===== src/stu_pkg.sv =====
// Shared types, constants and helpers for the string-to-unsigned parser.
// Used by stu_char_decode, stu_step and string_to_unsigned_parser.
`timescale 1ns / 1ps

package stu_pkg;

  // Width of the saturating consumed-character counter.
  localparam int COUNT_BITS = 16;
  localparam logic [COUNT_BITS-1:0] COUNT_MAX = {COUNT_BITS{1'b1}};

  // Field widths of the channels.
  localparam int CH_BITS    = 8;
  localparam int BASE_BITS  = 6;
  localparam int VALUE_BITS = 32;
  localparam int POS_BITS   = 16;

  // Characters with a special meaning.
  localparam logic [CH_BITS-1:0] CH_NUL  = 8'h00;
  localparam logic [CH_BITS-1:0] CH_ZERO = 8'h30;
  localparam logic [CH_BITS-1:0] CH_NINE = 8'h39;
  localparam logic [CH_BITS-1:0] CH_LA   = 8'h61;
  localparam logic [CH_BITS-1:0] CH_LZ   = 8'h7a;
  localparam logic [CH_BITS-1:0] CH_UA   = 8'h41;
  localparam logic [CH_BITS-1:0] CH_UZ   = 8'h5a;
  localparam logic [CH_BITS-1:0] CH_X    = 8'h78;
  localparam logic [CH_BITS-1:0] CH_O    = 8'h6f;

  // Bases.
  localparam logic [BASE_BITS-1:0] BASE_DEC = 6'd10;
  localparam logic [BASE_BITS-1:0] BASE_HEX = 6'd16;
  localparam logic [BASE_BITS-1:0] BASE_OCT = 6'd8;

  // Letters are worth ten and up.
  localparam logic [BASE_BITS-1:0] LETTER_OFFSET = 6'd10;

  // Result status codes.
  localparam logic [1:0] ST_OK      = 2'd0;
  localparam logic [1:0] ST_EMPTY   = 2'd1;
  localparam logic [1:0] ST_INVALID = 2'd2;
  localparam logic [1:0] ST_RANGE   = 2'd3;

  // Classification of one character.
  typedef struct packed {
    logic                 is_nul;
    logic                 is_alnum;
    logic                 is_zero;
    logic                 is_x;
    logic                 is_o;
    logic [BASE_BITS-1:0] digit;
  } char_info_t;

  // One result item as it leaves the step logic.
  typedef struct packed {
    logic                  emit;
    logic [VALUE_BITS-1:0] value;
    logic [1:0]            status;
    logic [POS_BITS-1:0]   pos;
  } result_t;

  // The reported position is the counter taken modulo 2^16.
  function automatic logic [POS_BITS-1:0] count_to_pos(input logic [COUNT_BITS-1:0] c);
    logic [31:0] w;
    w = 32'(c);
    return w[POS_BITS-1:0];
  endfunction

endpackage


===== src/stu_char_decode.sv =====
// Character classifier: flags special characters and gives the digit worth.
// Depends on stu_pkg.
`timescale 1ns / 1ps

module stu_char_decode (
  input  logic [stu_pkg::CH_BITS-1:0] ch,
  output stu_pkg::char_info_t         info
);

  logic                          is_num;
  logic                          is_lower;
  logic                          is_upper;
  logic [stu_pkg::CH_BITS-1:0]   diff;

  // Range checks for the three digit groups.
  assign is_num   = (ch >= stu_pkg::CH_ZERO) && (ch <= stu_pkg::CH_NINE);
  assign is_lower = (ch >= stu_pkg::CH_LA) && (ch <= stu_pkg::CH_LZ);
  assign is_upper = (ch >= stu_pkg::CH_UA) && (ch <= stu_pkg::CH_UZ);

  // Offset from the start of the matching group.
  always_comb begin
    priority if (is_lower) begin
      diff = ch - stu_pkg::CH_LA;
    end else if (is_upper) begin
      diff = ch - stu_pkg::CH_UA;
    end else begin
      diff = ch - stu_pkg::CH_ZERO;
    end
  end

  // Pack the classification; digit is meaningful only for alphanumerics.
  always_comb begin
    info.is_nul   = (ch == stu_pkg::CH_NUL);
    info.is_alnum = is_num || is_lower || is_upper;
    info.is_zero  = (ch == stu_pkg::CH_ZERO);
    info.is_x     = (ch == stu_pkg::CH_X);
    info.is_o     = (ch == stu_pkg::CH_O);
    if (is_num) begin
      info.digit = diff[stu_pkg::BASE_BITS-1:0];
    end else begin
      info.digit = diff[stu_pkg::BASE_BITS-1:0] + stu_pkg::LETTER_OFFSET;
    end
  end

endmodule


===== src/stu_step.sv =====
// Parser state and the per-character update: one multiply-add per character.
// Depends on stu_pkg; fed by stu_char_decode.
`timescale 1ns / 1ps

module stu_step (
  input  logic                          clk,
  input  logic                          rst,
  input  logic                          en,
  input  stu_pkg::char_info_t           info,
  input  logic [stu_pkg::BASE_BITS-1:0] req_base,
  output stu_pkg::result_t              res
);

  logic [stu_pkg::VALUE_BITS-1:0] accumulator;
  logic [stu_pkg::VALUE_BITS-1:0] accumulator_next;
  logic [stu_pkg::BASE_BITS-1:0]  current_base;
  logic [stu_pkg::BASE_BITS-1:0]  current_base_next;
  logic [stu_pkg::COUNT_BITS-1:0] char_count;
  logic [stu_pkg::COUNT_BITS-1:0] char_count_next;
  logic                           leading_zero_seen;
  logic                           leading_zero_seen_next;
  logic                           discarding;
  logic                           discarding_next;

  logic [stu_pkg::BASE_BITS-1:0]  start_base;
  logic [stu_pkg::BASE_BITS-1:0]  eff_base;
  logic                           first;
  logic                           second;
  logic [stu_pkg::COUNT_BITS-1:0] count_inc;
  logic [stu_pkg::VALUE_BITS-1:0] product;

  // The base is latched from the register at the first character.
  assign start_base = (req_base == '0) ? stu_pkg::BASE_DEC : req_base;
  assign first      = (char_count == '0);
  assign second     = (char_count == {{(stu_pkg::COUNT_BITS-1){1'b0}}, 1'b1});
  assign eff_base   = first ? start_base : current_base;
  assign count_inc  = (char_count == stu_pkg::COUNT_MAX) ? char_count : char_count + 1'b1;
  assign product    = accumulator * {{(stu_pkg::VALUE_BITS-stu_pkg::BASE_BITS){1'b0}}, eff_base};

  // Next state and result for the character in the input register.
  always_comb begin
    accumulator_next       = accumulator;
    current_base_next      = eff_base;
    char_count_next        = char_count;
    leading_zero_seen_next = leading_zero_seen;
    discarding_next        = discarding;
    res.emit               = 1'b0;
    res.value              = accumulator;
    res.status             = stu_pkg::ST_OK;
    res.pos                = stu_pkg::count_to_pos(char_count);

    priority if (discarding) begin
      // Skip everything up to the terminator, which starts a new string.
      current_base_next = current_base;
      if (info.is_nul) begin
        accumulator_next       = '0;
        current_base_next      = start_base;
        char_count_next        = '0;
        leading_zero_seen_next = 1'b0;
        discarding_next        = 1'b0;
      end
    end else if (info.is_nul) begin
      res.emit               = 1'b1;
      res.status             = first ? stu_pkg::ST_EMPTY : stu_pkg::ST_OK;
      accumulator_next       = '0;
      current_base_next      = start_base;
      char_count_next        = '0;
      leading_zero_seen_next = 1'b0;
    end else if (first && info.is_zero) begin
      leading_zero_seen_next = 1'b1;
      char_count_next        = count_inc;
    end else if (leading_zero_seen && second && (info.is_x || info.is_o)) begin
      // Prefix after a leading zero selects hex or octal.
      current_base_next = info.is_x ? stu_pkg::BASE_HEX : stu_pkg::BASE_OCT;
      char_count_next   = count_inc;
    end else if (!info.is_alnum) begin
      res.emit        = 1'b1;
      res.status      = stu_pkg::ST_INVALID;
      discarding_next = 1'b1;
    end else if (info.digit >= eff_base) begin
      res.emit        = 1'b1;
      res.status      = stu_pkg::ST_RANGE;
      discarding_next = 1'b1;
    end else begin
      accumulator_next = product + {{(stu_pkg::VALUE_BITS-stu_pkg::BASE_BITS){1'b0}}, info.digit};
      char_count_next  = count_inc;
    end
  end

  // State registers advance only when a character is processed.
  always_ff @(posedge clk) begin
    if (rst) begin
      accumulator       <= '0;
      current_base      <= stu_pkg::BASE_DEC;
      char_count        <= '0;
      leading_zero_seen <= 1'b0;
      discarding        <= 1'b0;
    end else if (en) begin
      accumulator       <= accumulator_next;
      current_base      <= current_base_next;
      char_count        <= char_count_next;
      leading_zero_seen <= leading_zero_seen_next;
      discarding        <= discarding_next;
    end
  end

`ifndef SYNTHESIS
  // While skipping after an error no result may be produced.
  assert property (@(posedge clk) disable iff (rst) (en && discarding) |-> !res.emit)
    else $error("result produced while discarding");

  // An error result always switches the parser into discarding.
  assert property (@(posedge clk) disable iff (rst)
    (en && res.emit && (res.status == stu_pkg::ST_INVALID || res.status == stu_pkg::ST_RANGE))
    |=> discarding)
    else $error("error result without discarding");
`endif

endmodule


===== src/string_to_unsigned_parser.sv =====
// Top level of the streaming string-to-unsigned parser: channel registers,
// base register and instances. Depends on stu_pkg, stu_char_decode, stu_step.
`timescale 1ns / 1ps

//  Channel  | Direction | Handshake            | Payload
//  ---------+-----------+----------------------+---------------------------------
//  input    | in        | in_valid / in_stall  | ch[7:0]
//  result   | out       | out_valid / out_stall| value[31:0] status[1:0] end_position[15:0]
//  config   | in        | cfg_valid / cfg_ready| cfg_data[5:0] (requested base)
//
// One character is taken every cycle unless a result is stalled; a result is
// registered from its terminating or offending character in the input register.
// The rate is set by the one 32x6 multiply-add on the accumulator per character.
// Reset is synchronous and clears all control state; the base register resets to 0.
// A stalled result holds the output register and stalls the input register behind it.

module string_to_unsigned_parser (
  input  logic                           clk,
  input  logic                           rst,
  input  logic                           in_valid,
  output logic                           in_stall,
  input  logic [stu_pkg::CH_BITS-1:0]    ch,
  output logic                           out_valid,
  input  logic                           out_stall,
  output logic [stu_pkg::VALUE_BITS-1:0] value,
  output logic [1:0]                     status,
  output logic [stu_pkg::POS_BITS-1:0]   end_position,
  input  logic                           cfg_valid,
  output logic                           cfg_ready,
  input  logic [stu_pkg::BASE_BITS-1:0]  cfg_data
);

  logic [stu_pkg::BASE_BITS-1:0] req_base;
  logic [stu_pkg::CH_BITS-1:0]   ch_reg;
  logic                          ch_valid;
  logic                          adv;
  logic                          load;
  logic                          process;
  stu_pkg::char_info_t           info;
  stu_pkg::result_t              res;

  // The base register accepts a write in any cycle.
  assign cfg_ready = 1'b1;

  always_ff @(posedge clk) begin
    if (rst) begin
      req_base <= '0;
    end else if (cfg_valid && cfg_ready) begin
      req_base <= cfg_data;
    end
  end

  // Pipeline moves unless a result waits on a stalled receiver.
  assign adv      = !(out_valid && out_stall);
  assign load     = !ch_valid || adv;
  assign in_stall = !load;
  assign process  = ch_valid && adv;

  // Input register.
  always_ff @(posedge clk) begin
    if (rst) begin
      ch_valid <= 1'b0;
    end else if (load) begin
      ch_valid <= in_valid;
    end
  end

  always_ff @(posedge clk) begin
    if (load && in_valid) begin
      ch_reg <= ch;
    end
  end

  stu_char_decode u_decode (
    .ch   (ch_reg),
    .info (info)
  );

  stu_step u_step (
    .clk      (clk),
    .rst      (rst),
    .en       (process),
    .info     (info),
    .req_base (req_base),
    .res      (res)
  );

  // Result register.
  always_ff @(posedge clk) begin
    if (rst) begin
      out_valid <= 1'b0;
    end else if (adv) begin
      out_valid <= process && res.emit;
    end
  end

  always_ff @(posedge clk) begin
    if (process && res.emit) begin
      value        <= res.value;
      status       <= res.status;
      end_position <= res.pos;
    end
  end

`ifndef SYNTHESIS
  // The input side stalls only behind a held result.
  assert property (@(posedge clk) disable iff (rst) in_stall |-> (out_valid && out_stall))
    else $error("input stalled without a held result");

  // A new result needs a character in the input register the cycle before.
  assert property (@(posedge clk) disable iff (rst)
    (out_valid && !$past(out_valid && out_stall)) |-> $past(ch_valid))
    else $error("result without a processed character");
`endif

endmodule

===== config.mk =====
export PLATFORM = sky130hd
export DESIGN_NAME = string_to_unsigned_parser
export DESIGN_NICKNAME = d
export VERILOG_FILES = /design/src/stu_pkg.sv /design/src/stu_char_decode.sv /design/src/stu_step.sv /design/src/string_to_unsigned_parser.sv
export SDC_FILE = /design/constraint.sdc
export NUM_CORES = 1
export LEC_CHECK = 0
export BUFFER_PORTS_ARGS = -buffer_cell sky130_fd_sc_hd__buf_2
export CAP_MARGIN = 20
export CORE_MARGIN = 1.5
export CORE_UTILIZATION = 60
export DETAILED_ROUTE_END_ITERATION = 7
export PLACE_DENSITY = 0.87
export SYNTH_ARGS = -nofsm -noshare
export SYNTH_HDL_FRONTEND = slang
export SYNTH_SLANG_ARGS = --single-unit

===== constraint.sdc =====
create_clock -name clk -period 10.1 [get_ports clk]
set_input_delay 2.02 -clock clk [delete_from_list [all_inputs] [get_ports clk]]
set_output_delay 2.02 -clock clk [all_outputs]
set_load 0.01 [all_outputs]

Word-level counts from Yosys, hierarchy flattened. Cells that the tools add are included.

Register bits after elaboration: 122. Word-level logic and storage cells: 108.

Add/subtract/negate cells: 6. Multiply operators: 1. Order comparisons: 7. Eq/ne operators: 10. Multiplexer cells: 45. Reductions and logical operators: 27.

Operators with widths (number): 32-bit 2-to-1 mux (7); 16-bit 2-to-1 mux (8); 6-bit 2-to-1 mux (10); 32-bit by 6-bit adder with 32-bit output (1); 32-bit by 6-bit multiplier with 32-bit output (1); 16-bit by 1-bit adder with 16-bit output, second input constant (1); 16-bit by 1-bit == test with 1-bit output, second input constant (1); 16-bit == test, second input constant (1); 8-bit by 7-bit == test with 1-bit output, second input constant (2); 8-bit by 7-bit greater-or-equal comparator with 1-bit output, second input constant (2); 8-bit by 7-bit less-or-equal comparator with 1-bit output, second input constant (2); 16-bit zero test (1); 1-bit 2-to-1 mux (14); 6-bit subtractor, second input constant (2); 1-bit logical AND (10); 2-bit 2-to-1 mux (5); 8-bit by 6-bit == test with 1-bit output, second input constant (1); 8-bit by 6-bit greater-or-equal comparator with 1-bit output, second input constant (1); 8-bit by 6-bit less-or-equal comparator with 1-bit output, second input constant (1); 8-bit zero test (1); 2-bit != test, second input constant (4); 6-bit by 4-bit adder with 6-bit output, second input constant (1); 6-bit greater-or-equal comparator (1); 6-bit zero test (1); other kinds (11) (17).

Logic depth before layout (Yosys ltp).
Depth after elaboration: 14. Gate-level depth with buffers: 27. Depth with buffers taken out: 24.

Hierarchy. Synthesis repeated with hierarchy kept, for this count alone.

Cell total of the unflattened synthesis: 1058. Area, all modules: 10862.9 sq um.

Modules (own cells, without submodules): stu_step (instances 1, cells each 880, area an instance 8141.6 sq um, sequential area each 1121.1 sq um); string_to_unsigned_parser (instances 1, cells each 92, area an instance 2057.0 sq um, sequential area each 1901.8 sq um); stu_char_decode (instances 1, cells each 86, area an instance 664.4 sq um, sequential area each 0.0 sq um).

Worst setup path after synthesis. No wires, ideal clock.

Path kind: register -> register. From: register u_step.char_count[0] (netlist bit). To: register u_step.accumulator[30] (netlist bit). Library setup time: 0.125 ns. Arrival: 6.317 ns. Required time: 9.975 ns. Slack: 3.658 ns. Stages on the path, launching flop included: 26. Path buffers: 3. Period minus slack after synthesis: 6.442 ns. Path through: dfxtp_1 -> inv_1 -> ha_1 -> nor3b_1 -> and4_1 -> buf_6 -> mux2i_1 -> buf_1 -> clkbuf_1 -> nand2b_1 -> fa_1 -> fa_1 -> inv_1 -> fa_1 -> inv_1 -> fa_1 -> inv_1 -> ha_1 -> or3_1 -> a211oi_1 -> o31ai_1 -> a211oi_1 -> o21bai_1 -> a311o_1 -> xnor2_1 -> o21ai_0.

Word-level cells in the longest chain between the ends: 10.

RTL lines: from (decl) (RTL line stu_step.sv:18) `logic [stu_pkg::COUNT_BITS-1:0] char_count;`; from (signal assigned) (RTL line stu_step.sv:101) `char_count <= char_count_next;`; 16-bit zero test (RTL line stu_step.sv:34) `assign first = (char_count == '0);`; 6-bit 2-to-1 mux (RTL line stu_step.sv:36) `assign eff_base = first ? start_base : current_base;`; 32-bit by 6-bit multiplier with 32-bit output (RTL line stu_step.sv:38) `assign product = accumulator * {{(stu_pkg::VALUE_BITS-stu_pkg::BASE_BITS){1'b0}}, eff_base};`; 32-bit by 6-bit adder with 32-bit output (RTL line stu_step.sv:85) `accumulator_next = product + {{(stu_pkg::VALUE_BITS-stu_pkg::BASE_BITS){1'b0}}, info.digit};`; 32-bit 2-to-1 mux (RTL line stu_step.sv:80) `end else if (info.digit >= eff_base) begin`; 32-bit 2-to-1 mux (RTL line stu_step.sv:76) `end else if (!info.is_alnum) begin`; 32-bit 2-to-1 mux (RTL line stu_step.sv:72) `end else if (leading_zero_seen && second && (info.is_x || info.is_o)) begin`; 32-bit 2-to-1 mux (RTL line stu_step.sv:69) `end else if (first && info.is_zero) begin`; 32-bit 2-to-1 mux (RTL line stu_step.sv:62) `end else if (info.is_nul) begin`; 32-bit 2-to-1 mux (RTL line stu_step.sv:52) `priority if (discarding) begin`; to (signal assigned) (RTL line stu_step.sv:99) `accumulator <= accumulator_next;`; to (decl) (RTL line stu_step.sv:14) `logic [stu_pkg::VALUE_BITS-1:0] accumulator;`.

Several ways; a longest one is shown, not always the timed one. The select of a mux whose other input is x is not followed. A chain may end at the register's enable or synchronous reset.

Worst setup path in the final report.
From: register u_step.char_count[11] (netlist bit). To: register u_step.accumulator[30] (netlist bit).

The elaborated chain is that of the path after synthesis.

==> out/qor.yml <==
synth:
  syn-cell-area_mm2: 0.0108
  synth.avg_cell_area_um2: 10.2
  synthCells: 1054
  ys_top_cells_by_area: "fa_1, edfxtp_1, dfxtp_1"
  ys_seq_area_frac: 0.280
  synth_edf_count: 58
  ys_seq_elements: 122
  synth_area_leader_cell: "fa_1"
  ys.flop_type: "dfxtp_1"
  synth_cell_types: 79
  synth_warnings: 0
  syn_nets: 1268
  synth_top_area_frac: 0.208
  ys_async_sr_fraction: 0
cts:
  tritoncts: "built"
  clk_pin_slew_worst_paths_ns: 0.06
  numClockSinks: 122
  cts_made_buffers: 17
  clock_latency_ns: 0.43
  root_buffer: "clkbuf_16"
  htreeDepth: 4
  cts_setup_buffers: 0
  cts_max_path_buffers: 2
  hold_buffers: 0
  cts_resized: 0
detailed_routing:
  antenna_left: 0
  viasPerCell: 5.97
  remaining_drc_errors: 0
  vias: 8076
  drtIter0Drc: 579
  drt_pass1_iterations: 5
  drt_wl_total_um: 24800
  wl_per_cell_um: 18.3
layout:
  reg_top3: "u_step.accumulator x32, value x32"
  nets: 1328
  syn2layout_area_growth_pct: 10.7
  multi_input_area_mm2: 0.00737
  regArea_mm2: 0.00302
  drive_above_1_share: 0.129
  diodes: 0
  final_area_mm2: 0.0119
  final_cell_mix: "nor2b_1, fa_1, ha_1"
  fill_cells: 1298
  final_common_cell: "nor2b_1"
power_and_ir_drop:
  swShare: 0.291
  p_int_uw: 971
  p_seq_frac: 0.400
  p_switching_uw: 398
  p_comb_frac: 0.134
  ir_worst_vdd_v: 0.000130
  clkPwrFrac: 0.466
  p_leak_nw: 5.56
  pwr_density_cell_mw_per_mm2: 115
  total_power_mw: 1.37
die:
  dieArea_mm2: 0.0188
  core_area_mm2: 0.0174
  fp-row-count: 48
  start_util: 0.619
  die_w_um: 137
  io_pins: 72
  die_y_um: 137
global_routing:
  gr-total-overflow: 0
  grt_use_total: 0.286
  grt_pass1_vias: 8273
  grt_pass1_wl_um: 41500
  grt_max_degree: 51
  grt_antenna_before_repair: 0
hold_path:
  holdCritPathClass: "register to register"
  hold_depth: 2
critical_path:
  cp-end-kind: "register"
  arrival_ns: 7.38
  reg2regPathDepth: 22
  required_ns: 10.41
  worstSetupPathType: "register to register"
  cp-start-kind: "register"
  critPathMaxFanout: 29
placement:
  placed_area_mm2: 0.0113
  portBuffers: 70
  dp_hpwl_um: 17600
  place.gp.congestion: 0.869
flow_run:
  maxCapViolations: 0
status:
  status: "finished, final reports clean"
timing:
  period_share: 0.700
  min_period_ns: 7.07
  tightest_slew_ns: 1.11
  hold_viol_final: 0
  finalSetupViolations: 0
  skew_ns: 0.00870
  rsz0062_at_grt: "no"
  setup_tns_ns: 0
  drv_slew: 0
  timing.slew.headroom: 0.261
  fmax_mhz: 142
[metrics by stage]
| step | util | setup slack [ns] | hold WS (ns) | cells |
|---|---|---|---|---|
| floorplan | - | 3.66 | 0.430 | 1054 |
| global placement | 0.649 | 3.38 | 0.451 | 1319 |
| detailed placement | 0.649 | 3.21 | 0.477 | 1319 |
| CTS | 0.684 | 3.13 | 0.495 | 1351 |
| global route | 0.685 | 2.67 | 0.514 | 1352 |
| finish | 0.685 | 3.03 | 0.499 | 1352 |
[power groups by stage]
stage          clock [mW]  sequential, mW  combinational [mW]
5_1_grt             0.663           0.550               0.201
2_1_floorplan           0           0.561               0.120
3_3_place_gp            0           0.558               0.171
4_1_cts             0.642           0.548               0.180
3_5_place_dp            0           0.559               0.177
6_report            0.638           0.548               0.183
[worst max-delay path: stages (launching register included)]
cell and delay (ns):
dfxtp_1 0.36, nor4_1 0.56, and4_1 0.53, mux2i_2 0.28, buf_4 0.38, inv_1 0.15
nand2_1 0.11, fa_1 0.44, fa_1 0.55, inv_1 0.06, fa_1 0.55, inv_1 0.06
fa_1 0.50, inv_1 0.04, ha_1 0.23, or3_1 0.43, a211oi_1 0.49, o31ai_1 0.18
a211oi_1 0.28, o21bai_1 0.16, a311o_1 0.38, xnor2_1 0.13, o21ai_0 0.08
[layout make-up]
type	count	area share
clock inverter	15	0.0149
inverter	62	0.0195
clock buffer	17	0.0356
timing repair buffer	78	0.0354
sequential	122	0.253
multi-input combinational	833	0.618
tap	225	0.0236
[Yosys cell counts (9+ instances only)]
master,instances
xnor2_1,37
nor3_1,9
and2_1,32
fa_1,112
nand2b_1,22
nand2_1,50
nand3_1,21
edfxtp_1,58
a21oi_1,55
inv_1,62
nand4_1,11
dfxtp_1,64
a21o_1,20
nor2b_1,134
mux2i_1,13
clkbuf_1,27
nor2_1,66
xor2_1,17
ha_1,83
o21ai_0,23
[path summary, 6_finish.rpt]
check | from | to | slack (ns)
setup / recovery | u_step.char_count[11] | u_step.accumulator[30] | 3.03
setup reg to reg | u_step.char_count[11] | u_step.accumulator[30] | 3.03
hold / removal | u_step.leading_zero_seen | u_step.leading_zero_seen | 0.50
hold reg to reg | u_step.leading_zero_seen | u_step.leading_zero_seen | 0.50
[routing by layer]
metal,share of wire,track usage,wire length [um],vias to the layer above
met4,0.028,0.0924,689,0
met5,0,0,0,-
met1,0.43,0.391,10700,4038
met3,0.062,0.0522,1540,55
met2,0.48,0.463,11900,275
li1,-,-,-,3708
[kinds of logic (layout without fill, tap and decap cells)]
| group | count (synthesis) | after routing | synth area share |
|---|---|---|---|
| flip-flops | 122 | 122 | 0.280 |
| other | 1 | 1 | 0.000348 |
| buffers and inverters | 99 | 172 | 0.0374 |
| XOR/XNOR | 56 | 56 | 0.0469 |
| adder cells (fa/ha/maj) | 195 | 195 | 0.304 |
| multiplexers | 16 | 16 | 0.0154 |
| AND/OR/NAND/NOR | 398 | 398 | 0.210 |
| AO/OA/AOI/OAI | 167 | 167 | 0.105 |
No activity file was read; power rests on OpenSTA's default activity.
